$ cat src/rtl/odet_pkg.sv
// Shared constants of the distance event tracker: item kinds, register indexes,
// reset values, port widths, wheel divisor and serial iteration counts. No dependencies.
package odet_pkg;

  // Item kinds carried on in_tuser
  localparam logic [1:0] KIND_POSE  = 2'd0;
  localparam logic [1:0] KIND_WHEEL = 2'd1;
  localparam logic [1:0] KIND_SET   = 2'd2;

  // Configuration register indexes
  localparam logic CFG_STEP_THRESHOLD = 1'b0;
  localparam logic CFG_YAW_LIMIT      = 1'b1;

  // Register reset values
  localparam logic [31:0] STEP_THRESHOLD_RST = 32'd13107;
  localparam logic [14:0] YAW_LIMIT_RST      = 15'd16384;

  // Port widths
  localparam int IN_DATA_W  = 112;
  localparam int OUT_DATA_W = 40;
  localparam int OUT_PAD_W  = OUT_DATA_W - 33;

  // Joint position scale for wheel items
  localparam logic [31:0] WHEEL_DIVISOR = 32'd10;

  // Last iteration indexes of the serial units
  localparam logic [5:0] DIV_LAST  = 6'd31;
  localparam logic [5:0] MUL_LAST  = 6'd33;
  localparam logic [5:0] SQRT_LAST = 6'd31;

endpackage

$ cat src/rtl/odometry_distance_event_tracker_core.sv
// Distance event tracker core: odometry steps, saturating total, event count.
// Depends on odet_pkg.
//
//  channel | direction | handshake                | payload
//  --------+-----------+--------------------------+---------------------------------
//  in_     | sink      | in_tvalid / in_tready    | tuser kind, tdata x,y,yaw,set
//  out_    | source    | out_tvalid / out_tready  | tdata distance, event flag
//  cfg_    | sink      | cfg_valid / cfg_ready    | cfg_index, cfg_data
//
// One item at a time. A pose item runs setup, the three bit-serial multipliers
// (dx^2, dy^2, event mark), the two-bit-per-cycle square root, then accumulation.
// A wheel item first runs the division by 10, then restores the sign. A set item
// runs the 32-step division by the threshold.
// Synchronous active-low reset clears the state and loads register defaults.
// A stalled result sits in the output register; the next item is accepted
// once the current one has been handed to that register.
module odometry_distance_event_tracker_core (
  input  logic                             clk,
  input  logic                             rst_n,
  // input stream
  input  logic                             in_tvalid,
  output logic                             in_tready,
  // [31:0] pos_x, [63:32] pos_y, [79:64] yaw, [111:80] set_value
  input  logic [odet_pkg::IN_DATA_W-1:0]   in_tdata,
  // [1:0] kind
  input  logic [1:0]                       in_tuser,
  // result stream
  output logic                             out_tvalid,
  input  logic                             out_tready,
  // [31:0] distance, [32] event_res, [39:33] zero
  output logic [odet_pkg::OUT_DATA_W-1:0]  out_tdata,
  // configuration writes
  input  logic                             cfg_valid,
  output logic                             cfg_ready,
  input  logic                             cfg_index,
  input  logic [31:0]                      cfg_data
);

  typedef enum logic [10:0] {
    S_IDLE   = 11'b00000000001,
    S_DIV    = 11'b00000000010,
    S_DIVEND = 11'b00000000100,
    S_PREP   = 11'b00000001000,
    S_MUL    = 11'b00000010000,
    S_SUM    = 11'b00000100000,
    S_SQRT   = 11'b00001000000,
    S_ACC    = 11'b00010000000,
    S_COMP   = 11'b00100000000,
    S_CHK    = 11'b01000000000,
    S_DONE   = 11'b10000000000
  } state_t;

  // One step of a shift-add multiplier: add the multiplicand to the high half
  // when the low bit of the multiplier is set, then shift right.
  function automatic logic [67:0] mul_step(input logic [67:0] p, input logic [33:0] a);
    logic [34:0] s;
    s = {1'b0, p[67:34]} + (p[0] ? {1'b0, a} : 35'd0);
    return {s, p[33:1]};
  endfunction

  // Registers
  state_t      state_r, state_nxt;
  logic [5:0]  cnt_r, cnt_nxt;
  logic [1:0]  kind_r, kind_nxt;
  logic        comp_r, comp_nxt;
  logic        neg_r, neg_nxt;
  logic        ev_r, ev_nxt;
  logic [31:0] th_r, th_nxt;
  logic [31:0] x_r, x_nxt;
  logic [31:0] y_r, y_nxt;
  logic [31:0] set_r, set_nxt;
  logic [31:0] div_d_r, div_d_nxt;
  logic [31:0] div_rem_r, div_rem_nxt;
  logic [31:0] div_v_r, div_v_nxt;
  logic [33:0] ax_r, ax_nxt;
  logic [33:0] ay_r, ay_nxt;
  logic [67:0] px_r, px_nxt;
  logic [67:0] py_r, py_nxt;
  logic [67:0] pm_r, pm_nxt;
  logic [63:0] rad_r, rad_nxt;
  logic [34:0] rem_r, rem_nxt;
  logic [31:0] root_r, root_nxt;
  logic [31:0] total_r, total_nxt;
  logic [33:0] cnt1_r, cnt1_nxt;      // event_count + 1
  logic [31:0] last_x_r, last_x_nxt;
  logic [31:0] last_y_r, last_y_nxt;
  logic        have_pos_r, have_pos_nxt;
  logic        out_valid_r, out_valid_nxt;
  logic [31:0] out_dist_r, out_dist_nxt;
  logic        out_ev_r, out_ev_nxt;
  logic [31:0] thr_cfg_r, thr_cfg_nxt;
  logic [14:0] yaw_lim_r, yaw_lim_nxt;

  // Input fields
  logic [31:0] in_pos_x, in_pos_y, in_set_value;
  logic [15:0] in_yaw;
  logic [1:0]  in_kind;
  logic        in_accept;

  assign in_pos_x     = in_tdata[31:0];
  assign in_pos_y     = in_tdata[63:32];
  assign in_yaw       = in_tdata[79:64];
  assign in_set_value = in_tdata[111:80];
  assign in_kind      = in_tuser;

  assign in_tready  = (state_r == S_IDLE);
  assign in_accept  = in_tvalid && in_tready;
  assign cfg_ready  = 1'b1;
  assign out_tvalid = out_valid_r;
  assign out_tdata  = {{odet_pkg::OUT_PAD_W{1'b0}}, out_ev_r, out_dist_r};

  // Datapath pieces
  logic [31:0] thr_eff, in_mag;
  logic [32:0] div_t, div_diff;
  logic        div_ge;
  logic [31:0] base_x, base_y, mag_x, mag_y;
  logic [32:0] dx, dy;
  logic [64:0] sq_sum;
  logic [34:0] sq_sh, sq_trial;
  logic        sq_ge;
  logic [32:0] acc_sum, comp_sum;
  logic        ev_hit;

  // A zero threshold acts as one
  assign thr_eff  = (thr_cfg_r == 32'd0) ? 32'd1 : thr_cfg_r;
  assign in_mag   = in_pos_x[31] ? (32'd0 - in_pos_x) : in_pos_x;

  // Restoring division, one quotient bit per cycle
  assign div_t    = {div_rem_r, div_d_r[31]};
  assign div_ge   = (div_t >= {1'b0, div_v_r});
  assign div_diff = div_t - {1'b0, div_v_r};

  // With no known position the step starts at the item's own position
  assign base_x = have_pos_r ? last_x_r : x_r;
  assign base_y = have_pos_r ? last_y_r : y_r;
  assign dx     = {x_r[31], x_r} - {base_x[31], base_x};
  assign dy     = {y_r[31], y_r} - {base_y[31], base_y};
  assign mag_x  = dx[32] ? 32'(33'd0 - dx) : dx[31:0];
  assign mag_y  = dy[32] ? 32'(33'd0 - dy) : dy[31:0];

  assign sq_sum = {1'b0, px_r[63:0]} + {1'b0, py_r[63:0]};

  // Digit-by-digit square root, two radicand bits per cycle
  assign sq_sh    = {rem_r[32:0], rad_r[63:62]};
  assign sq_trial = {1'b0, root_r, 2'b01};
  assign sq_ge    = (sq_sh >= sq_trial);

  assign acc_sum  = {1'b0, total_r} + {1'b0, root_r};
  assign comp_sum = {1'b0, total_r} + {1'b0, th_r};

  // Event when the count is at -1, or the total reaches (count + 1) * threshold
  assign ev_hit = (cnt1_r == 34'd0) || ((pm_r[67:32] == 36'd0) && (pm_r[31:0] <= total_r));

  always_comb begin
    state_nxt    = state_r;
    cnt_nxt      = cnt_r;
    kind_nxt     = kind_r;
    comp_nxt     = comp_r;
    neg_nxt      = neg_r;
    ev_nxt       = ev_r;
    th_nxt       = th_r;
    x_nxt        = x_r;
    y_nxt        = y_r;
    set_nxt      = set_r;
    div_d_nxt    = div_d_r;
    div_rem_nxt  = div_rem_r;
    div_v_nxt    = div_v_r;
    ax_nxt       = ax_r;
    ay_nxt       = ay_r;
    px_nxt       = px_r;
    py_nxt       = py_r;
    pm_nxt       = pm_r;
    rad_nxt      = rad_r;
    rem_nxt      = rem_r;
    root_nxt     = root_r;
    total_nxt    = total_r;
    cnt1_nxt     = cnt1_r;
    last_x_nxt   = last_x_r;
    last_y_nxt   = last_y_r;
    have_pos_nxt = have_pos_r;
    out_valid_nxt = out_valid_r;
    out_dist_nxt = out_dist_r;
    out_ev_nxt   = out_ev_r;
    thr_cfg_nxt  = thr_cfg_r;
    yaw_lim_nxt  = yaw_lim_r;

    // Configuration writes
    if (cfg_valid) begin
      case (cfg_index)
        odet_pkg::CFG_STEP_THRESHOLD: thr_cfg_nxt = cfg_data;
        odet_pkg::CFG_YAW_LIMIT:      yaw_lim_nxt = cfg_data[14:0];
        default: ;
      endcase
    end

    // Drop the result beat once taken
    if (out_valid_r && out_tready) begin
      out_valid_nxt = 1'b0;
    end

    case (state_r)
      S_IDLE: begin
        if (in_accept) begin
          kind_nxt    = in_kind;
          th_nxt      = thr_eff;
          comp_nxt    = ($signed(in_yaw) >= $signed({1'b0, yaw_lim_r}));
          neg_nxt     = in_pos_x[31];
          ev_nxt      = 1'b0;
          x_nxt       = in_pos_x;
          y_nxt       = in_pos_y;
          set_nxt     = in_set_value;
          cnt_nxt     = 6'd0;
          div_rem_nxt = 32'd0;
          case (in_kind)
            odet_pkg::KIND_POSE: begin
              state_nxt = S_PREP;
            end
            odet_pkg::KIND_WHEEL: begin
              div_d_nxt = in_mag;
              div_v_nxt = odet_pkg::WHEEL_DIVISOR;
              state_nxt = S_DIV;
            end
            odet_pkg::KIND_SET: begin
              div_d_nxt = in_set_value;
              div_v_nxt = thr_eff;
              state_nxt = S_DIV;
            end
            default: begin
              // Unused kind: report the current total, change nothing
              state_nxt = S_DONE;
            end
          endcase
        end
      end

      S_DIV: begin
        div_rem_nxt = div_ge ? div_diff[31:0] : div_t[31:0];
        div_d_nxt   = {div_d_r[30:0], div_ge};
        cnt_nxt     = cnt_r + 6'd1;
        if (cnt_r == odet_pkg::DIV_LAST) begin
          state_nxt = S_DIVEND;
        end
      end

      S_DIVEND: begin
        if (kind_r == odet_pkg::KIND_SET) begin
          total_nxt    = set_r;
          have_pos_nxt = 1'b1;
          if (div_d_r != 32'd0) begin
            cnt1_nxt = {2'b00, div_d_r};
          end else begin
            cnt1_nxt = (set_r == 32'd0) ? 34'd0 : 34'd1;
          end
          state_nxt = S_DONE;
        end else begin
          // Wheel: quotient rounded toward zero, y held at zero
          x_nxt     = neg_r ? (32'd0 - div_d_r) : div_d_r;
          y_nxt     = 32'd0;
          state_nxt = S_PREP;
        end
      end

      S_PREP: begin
        ax_nxt       = {2'b00, mag_x};
        ay_nxt       = {2'b00, mag_y};
        px_nxt       = {36'd0, mag_x};
        py_nxt       = {36'd0, mag_y};
        pm_nxt       = {34'd0, cnt1_r};
        last_x_nxt   = x_r;
        last_y_nxt   = y_r;
        have_pos_nxt = 1'b1;
        cnt_nxt      = 6'd0;
        state_nxt    = S_MUL;
      end

      S_MUL: begin
        px_nxt  = mul_step(px_r, ax_r);
        py_nxt  = mul_step(py_r, ay_r);
        pm_nxt  = mul_step(pm_r, {2'b00, th_r});
        cnt_nxt = cnt_r + 6'd1;
        if (cnt_r == odet_pkg::MUL_LAST) begin
          state_nxt = S_SUM;
        end
      end

      S_SUM: begin
        cnt_nxt = 6'd0;
        if (sq_sum[64]) begin
          // Sum of squares past 64 bits: saturate the step
          root_nxt  = 32'hFFFF_FFFF;
          state_nxt = S_ACC;
        end else begin
          rad_nxt   = sq_sum[63:0];
          rem_nxt   = 35'd0;
          root_nxt  = 32'd0;
          state_nxt = S_SQRT;
        end
      end

      S_SQRT: begin
        rem_nxt  = sq_ge ? (sq_sh - sq_trial) : sq_sh;
        root_nxt = {root_r[30:0], sq_ge};
        rad_nxt  = {rad_r[61:0], 2'b00};
        cnt_nxt  = cnt_r + 6'd1;
        if (cnt_r == odet_pkg::SQRT_LAST) begin
          state_nxt = S_ACC;
        end
      end

      S_ACC: begin
        total_nxt = acc_sum[32] ? 32'hFFFF_FFFF : acc_sum[31:0];
        comp_nxt  = comp_r && (kind_r == odet_pkg::KIND_POSE) && (root_r < th_r);
        state_nxt = S_COMP;
      end

      S_COMP: begin
        // Rotation compensation: add one threshold more
        if (comp_r) begin
          total_nxt = comp_sum[32] ? 32'hFFFF_FFFF : comp_sum[31:0];
        end
        state_nxt = S_CHK;
      end

      S_CHK: begin
        ev_nxt = ev_hit;
        if (ev_hit) begin
          cnt1_nxt = cnt1_r + 34'd1;
        end
        state_nxt = S_DONE;
      end

      S_DONE: begin
        if (!out_valid_r || out_tready) begin
          out_valid_nxt = 1'b1;
          out_dist_nxt  = total_r;
          out_ev_nxt    = ev_r;
          state_nxt     = S_IDLE;
        end
      end

      default: begin
        state_nxt = S_IDLE;
      end
    endcase
  end

  // Control state
  always_ff @(posedge clk) begin
    if (!rst_n) begin
      state_r     <= S_IDLE;
      cnt_r       <= 6'd0;
      total_r     <= 32'd0;
      cnt1_r      <= 34'd1;
      last_x_r    <= 32'd0;
      last_y_r    <= 32'd0;
      have_pos_r  <= 1'b0;
      out_valid_r <= 1'b0;
      thr_cfg_r   <= odet_pkg::STEP_THRESHOLD_RST;
      yaw_lim_r   <= odet_pkg::YAW_LIMIT_RST;
    end else begin
      state_r     <= state_nxt;
      cnt_r       <= cnt_nxt;
      total_r     <= total_nxt;
      cnt1_r      <= cnt1_nxt;
      last_x_r    <= last_x_nxt;
      last_y_r    <= last_y_nxt;
      have_pos_r  <= have_pos_nxt;
      out_valid_r <= out_valid_nxt;
      thr_cfg_r   <= thr_cfg_nxt;
      yaw_lim_r   <= yaw_lim_nxt;
    end
  end

  // Payload and working registers
  always_ff @(posedge clk) begin
    kind_r     <= kind_nxt;
    comp_r     <= comp_nxt;
    neg_r      <= neg_nxt;
    ev_r       <= ev_nxt;
    th_r       <= th_nxt;
    x_r        <= x_nxt;
    y_r        <= y_nxt;
    set_r      <= set_nxt;
    div_d_r    <= div_d_nxt;
    div_rem_r  <= div_rem_nxt;
    div_v_r    <= div_v_nxt;
    ax_r       <= ax_nxt;
    ay_r       <= ay_nxt;
    px_r       <= px_nxt;
    py_r       <= py_nxt;
    pm_r       <= pm_nxt;
    rad_r      <= rad_nxt;
    rem_r      <= rem_nxt;
    root_r     <= root_nxt;
    out_dist_r <= out_dist_nxt;
    out_ev_r   <= out_ev_nxt;
  end

endmodule

$ cat config.mk
export PLATFORM = sky130hd
export DESIGN_NAME = odometry_distance_event_tracker_core
export DESIGN_NICKNAME = d
export VERILOG_FILES = /design/src/rtl/odet_pkg.sv /design/src/rtl/odometry_distance_event_tracker_core.sv
export SDC_FILE = /design/constraint.sdc
export NUM_CORES = 2
export LEC_CHECK = 0
export ABC_AREA = 1
export BUFFER_PORTS_ARGS = -buffer_cell sky130_fd_sc_hd__buf_2
export CORE_MARGIN = 5
export CORE_UTILIZATION = 38
export CTS_BUF_LIST = sky130_fd_sc_hd__clkbuf_4 sky130_fd_sc_hd__clkbuf_8 sky130_fd_sc_hd__clkbuf_16
export DETAILED_ROUTE_END_ITERATION = 8
export PLACE_DENSITY_LB_ADDON = 0.15
export SYNTH_ARGS = -nofsm -noshare
export SYNTH_HDL_FRONTEND = slang
export SYNTH_SLANG_ARGS = --single-unit
$ cat constraint.sdc
create_clock -name clk -period 11.77 [get_ports clk]
set_input_delay 0 -clock clk [delete_from_list [all_inputs] [get_ports clk]]
set_output_delay 0 -clock clk [all_outputs]
set_load 0.01 [all_outputs]
# Word-level counts from Yosys, hierarchy flattened
# Index checks and enable logic that the tools add are counted.
[word_totals]
ff_bits = 855
in_bits = 152
output_inout_bits = 43
[classes]
n_addsub = 16
order_cmp = 5
n_eq_ne = 27
n_mux = 63
n_bitwise = 1
reduce_logical = 45
[op_table]
columns = ["op", "count"]
rows = [
  ["32-bit two-way mux", 23],
  ["32-bit one-hot mux with 2 select lines", 7],
  ["68-bit one-hot mux with 2 select lines", 3],
  ["64-bit one-hot mux with 2 select lines", 1],
  ["1-bit by 32-bit subtractor with 32-bit output, first input constant", 4],
  ["11-bit one-hot mux with 11 select lines", 1],
  ["34-bit by 32-bit adder with 35-bit output", 3],
  ["32-bit one-hot mux with 3 select lines", 1],
  ["34-bit two-way mux", 2],
  ["34-bit one-hot mux with 2 select lines", 1],
  ["32-bit by 32-bit adder with 33-bit output", 2],
  ["11-bit two-way mux", 6],
  ["33-bit two-way mux", 2],
  ["33-bit one-hot mux with 2 select lines", 1],
  ["32-bit by 32-bit subtractor with 33-bit output", 2],
  ["64-bit by 64-bit adder with 65-bit output", 1],
  ["32-bit logical NOT", 2],
  ["64-bit two-way mux", 1],
  ["36-bit logical NOT", 1],
  ["35-bit by 34-bit >= comparator with 1-bit output", 1],
  ["34-bit by 1-bit adder with 34-bit output, second input constant", 1],
  ["34-bit logical NOT", 1],
  ["33-bit by 32-bit >= comparator with 1-bit output", 1],
  ["33-bit subtractor", 1],
  ["other kinds (42)", 88],
]

# Depth between registers and ports, before layout
[depth]
depth_word = 5
mapped_depth = 27
mapped_depth_nobuf = 25

# Worst setup path before layout
# Ideal clock, no wire load.
[synth_timing]
path_type = "reg-to-reg"
start = "reg px_r[0]"
end = "reg rad_r[0] (enable)"
arrival_ns = 9.020
slack_ns = 2.049
stages_incl_launch_ff = 13
n_path_buf = 0
synth_period_minus_slack_ns = 9.721
path_cell_list = "edfxtp_1 ha_1 fa_1 nand3_1 nand2_1 nand2_1 nand3_1 a21oi_2 o21bai_1 a21o_1 nand3_1 nand2_1 a21boi_0"
[synth_between]
elab_chain_cells = 3
[synth_rtl]
columns = ["item", "line_no", "text"]
rows = [
  ["start, declared", "odometry_distance_event_tracker_core.sv:77", "logic [67:0] px_r, px_nxt;"],
  ["start signal, assigned", "odometry_distance_event_tracker_core.sv:389", "px_r <= px_nxt;"],
  ["64-bit by 64-bit adder with 65-bit output", "odometry_distance_event_tracker_core.sv:141", "assign sq_sum = {1'b0, px_r[63:0]} + {1'b0, py_r[63:0]};"],
  ["2-bit != test (no line)", "n/a", ""],
  ["2-bit AND reduction (no line)", "n/a", ""],
  ["end signal, assigned", "odometry_distance_event_tracker_core.sv:392", "rad_r <= rad_nxt;"],
  ["end, declared", "odometry_distance_event_tracker_core.sv:80", "logic [63:0] rad_r, rad_nxt;"],
]
# No other way between the ends.
# A chain may end at the register's enable or synchronous reset.

# Worst setup path in the final report
[layout_timing]
start = "reg px_r[0]"
end = "reg rem_r[26] (enable)"
[layout_between]
elab_chain_cells = 3
[layout_rtl]
columns = ["item", "line_no", "text"]
rows = [
  ["64-bit by 64-bit adder with 65-bit output", "odometry_distance_event_tracker_core.sv:141", ""],
  ["2-bit != test (no line)", "n/a", ""],
  ["2-bit AND reduction (no line)", "n/a", ""],
  ["end signal, assigned", "odometry_distance_event_tracker_core.sv:393", "rem_r <= rem_nxt;"],
  ["end, declared", "odometry_distance_event_tracker_core.sv:81", "logic [34:0] rem_r, rem_nxt;"],
]
# No other way between the ends.

==> flow_metrics.py <==
metrics = {
    "worst_setup_path": {
        "crit_required_ns": 12.13,
        "path_cells": "ha_1, fa_1, nand3_1, nand2_1, nand2_1, nand3_1, a21oi_2, o21bai_1, a21o_1, nand3_1, nand2_1, a21boi_4, buf_4",
        "path_class": "register to register",
        "end_kind": "register",
        "slowest_delay_ns": 0.85,
        "worst_ep_arrival_time_ns": 5.36,
        "worstSetupStartpointType": "register",
        "path_max_fanout": 70,
        "critical_path.slowest_cell": "buf_4",
    },
    "sta": {
        "skew_ns": 0.0524,
        "fin_setup_tns_ns": 0,
        "hold_viol": 0,
        "drv_slew": 0,
        "whs_ns": 0.0747,
        "setup-violations-final": 0,
        "max_freq_mhz": 200,
        "tightestPinTransition_ns": 1.06,
        "fin_crit_sh_pct": 42.5,
        "min_period_ns": 5.00,
        "rsz0062_at_grt": "no",
        "relSlewSlack_pct": 28.4,
    },
    "synthesis": {
        "synth_warnings": 0,
        "synth_area_mm2": 0.0628,
        "synth_cells": 8476,
        "async_reset_ff_share_pct": 0,
        "synth_edf_count": 659,
        "synthTopCellsByArea": "edfxtp_1 (32%), nand2_1 (12%), ha_1 (9.0%)",
        "synth.avg_cell_area_um2": 7.41,
        "synth_top_cell_by_area": "edfxtp_1",
        "synth_top_flop_cell": "edfxtp_1",
        "yosysUniqueCellTypes": 69,
        "yosysSeqAreaShare_pct": 37.8,
        "synth_top_area_share_pct": 31.5,
        "ys_seq_elements": 855,
    },
    "grt": {
        "grt_pass1_wl_mm": 335,
        "grt_overflow": 0,
        "grt_usage_pct": 24.7,
        "grt_max_degree": 87,
        "antenna_found_initial": 5,
        "grt_pass1_vias": 55420,
    },
    "layout": {
        "drive_gt1_share_pct": 6.75,
        "syn2layout_area_growth_pct": 14.2,
        "instances_no_fill": 11064,
        "nNetsFinal": 9391,
    },
    "power_and_ir_drop": {
        "p_int_mw": 7.72,
        "ir_worst_vdd_mv": 0.160,
        "power_frac_clock_pct": 26.5,
        "power_frac_seq_pct": 32.4,
        "power_density_mw_per_mm2": 185,
        "netSwitchingFraction_pct": 41.7,
        "p_sw_mw": 5.52,
        "p_leak_nw": 31.6,
        "comb_power_share_pct": 41.1,
    },
    "routing": {
        "drtPass1Iterations": 5,
        "dr_total_vias": 58805,
        "vias_per_cell": 5.31,
        "wl_per_cell_um": 20.1,
        "postRouteAntennaNets": 0,
        "finalWirelength_mm": 223,
        "first_iter_violations": 4913,
        "drc": 0,
    },
    "job": {
        "cap_viol_max_count": 0,
    },
    "floorplanning": {
        "std_cell_rows": 149,
        "die_area_mm2": 0.173,
        "core_mm2": 0.165,
        "die_height_um": 416,
        "fp.dieW_um": 416,
        "start_util_pct": 38.1,
        "ios": 195,
    },
    "clock_network": {
        "cts-root-buf": "clkbuf_16",
        "worstSkewPairLatency_ns": 0.76,
        "cts_buffers": 104,
        "cts.clk_slew.worst_paths_ns": 0.06,
        "cts.sinks": 855,
        "cts_max_level": 3,
        "ctsLongestPathBuffers": 3,
        "cts_tree": "done",
    },
    "hold_path": {
        "hold_path_class": "input port to register",
    },
    "place": {
        "globalplace.congestion": 0.986,
        "dp_cells": 10654,
        "portBuffers": 186,
        "dpl.hpwl_mm": 174,
    },
    "status": {
        "status": "finished, final reports clean",
    },
}
-- routing by layer --
layer,vias up,global-route usage (%),share of wire [%]
li1,28988,-,-
met1,27740,36.5,48
met2,1776,37.6,43
met3,297,3.63,6.6
met4,4,6.87,2.8
met5,-,0,0.012
-- cell type report --
type                            instances  area [µm²]
Inverter                             1198        4510
Clock inverter                         59         736
Timing Repair Buffer                  431        3300
Sequential cell                       855       23700
Tap cell                             2189        2740
Antenna cell                            4        10.0
Fill cell                           16802       93000
Clock buffer                          138        2990
Multi-Input combinational cell       6190       33700
-- sequential cells by signal, summed over array words and instances, names as in the netlist, 33 cells and up --
| register | flops |
|---|---|
| pm_r | 68 |
| cnt1_r | 34 |
| rad_r | 64 |
| py_r | 68 |
| px_r | 68 |
| rem_r | 33 |
-- placed cells by master (no fill, tap or decap), types with 19 or more instances in the layout --
master	n
a211oi_1	19
a21boi_0	30
a21o_1	51
a21oi_1	671
a31oi_1	91
buf_2	185
buf_4	37
clkbuf_16	108
clkbuf_4	20
dfxtp_1	195
dlygate4sd3_1	209
edfxtp_1	659
ha_1	449
inv_1	1164
inv_2	29
mux2i_1	61
nand2_1	1991
nand2_2	37
nand3_1	332
nand3b_1	28
nand4_1	109
nor2_1	871
nor2_2	25
nor3_1	98
nor4_1	51
o211ai_1	40
o21a_1	34
o21ai_0	732
o21ai_1	29
o21bai_1	37
o221ai_1	20
or2_2	36
xnor2_1	67
xor2_1	141
-- final timing paths --
kind                  end    startpoint  slack (ns)  depth (start not counted)
min reg2reg  yaw_lim_r[4]  yaw_lim_r[4]        0.46                          2
max             rem_r[26]       px_r[0]        6.77                         13
min              set_r[4]  in_tdata[84]        0.07                          2
max reg2reg     rem_r[26]       px_r[0]        6.77                         13
-- synthesized netlist by cell type (51+ instances only) --
cell / number
nand2_1: 1995
inv_1: 1169
nor2_1: 875
o21ai_0: 733
a21oi_1: 671
edfxtp_1: 659
ha_1: 450
nand3_1: 332
dfxtp_1: 196
clkbuf_1: 172
xor2_1: 141
nand4_1: 109
nor3_1: 99
a31oi_1: 91
xnor2_1: 67
mux2i_1: 61
a21o_1: 51
nor4_1: 51
-- cells by family (layout without fill, tap and decap cells) --
logic type               count (synthesis)  in the layout  share of synthesized area (%)
adder cells (fa/ha/maj)                459            459                           9.26
AND/OR/NAND/NOR                       3644           3644                           24.3
buffers and inverters                 1437           1826                           8.79
other                                    2             12                         0.0120
AO/OA/AOI/OAI                         1805           1805                           15.8
multiplexers                            61             61                          0.973
flip-flops                             855            855                           37.8
XOR/XNOR                               213            213                           3.03
-- power groups by stage --
stage	Combinational [mW]	Clock (mW)	Sequential [mW]
CTS	5.36	3.59	4.27
global placement	5.22	0	4.33
floorplan	3.89	0	4.14
finish	5.44	3.50	4.29
detailed placement	5.28	0	4.33
global route	6.13	3.72	4.31
-- metrics by stage --
stage | util (%) | setup slack [ns] | cell area [µm²] | total power, mW
floorplan | - | 2.05 | 62800 | 8.03
global placement | 40.0 | 6.93 | 65800 | 9.56
detailed placement | 40.0 | 6.76 | 65800 | 9.61
CTS | 43.5 | 6.74 | 71600 | 13.2
global route | 43.5 | 6.37 | 71600 | 14.1
finish | 43.5 | 6.77 | 71700 | 13.2
-- timing repair --
item / in CTS / in global routing
hold buffers: 209 / 0
resized for setup: 0 / 0
hold endpoints to repair: 188 / 0
setup buffers: 0 / 0
-- critical path: cells and delay by family, from the launching register on --
family                     cells  cell delay, ns
adders and majority gates      2            0.82
DFF                            1            0.75
AOI/OAI and AO/OA              4            1.45
buffers and inverters          1            0.85
and+or+nand+nor                6            0.64
No activity file was read; power rests on OpenSTA's default activity.
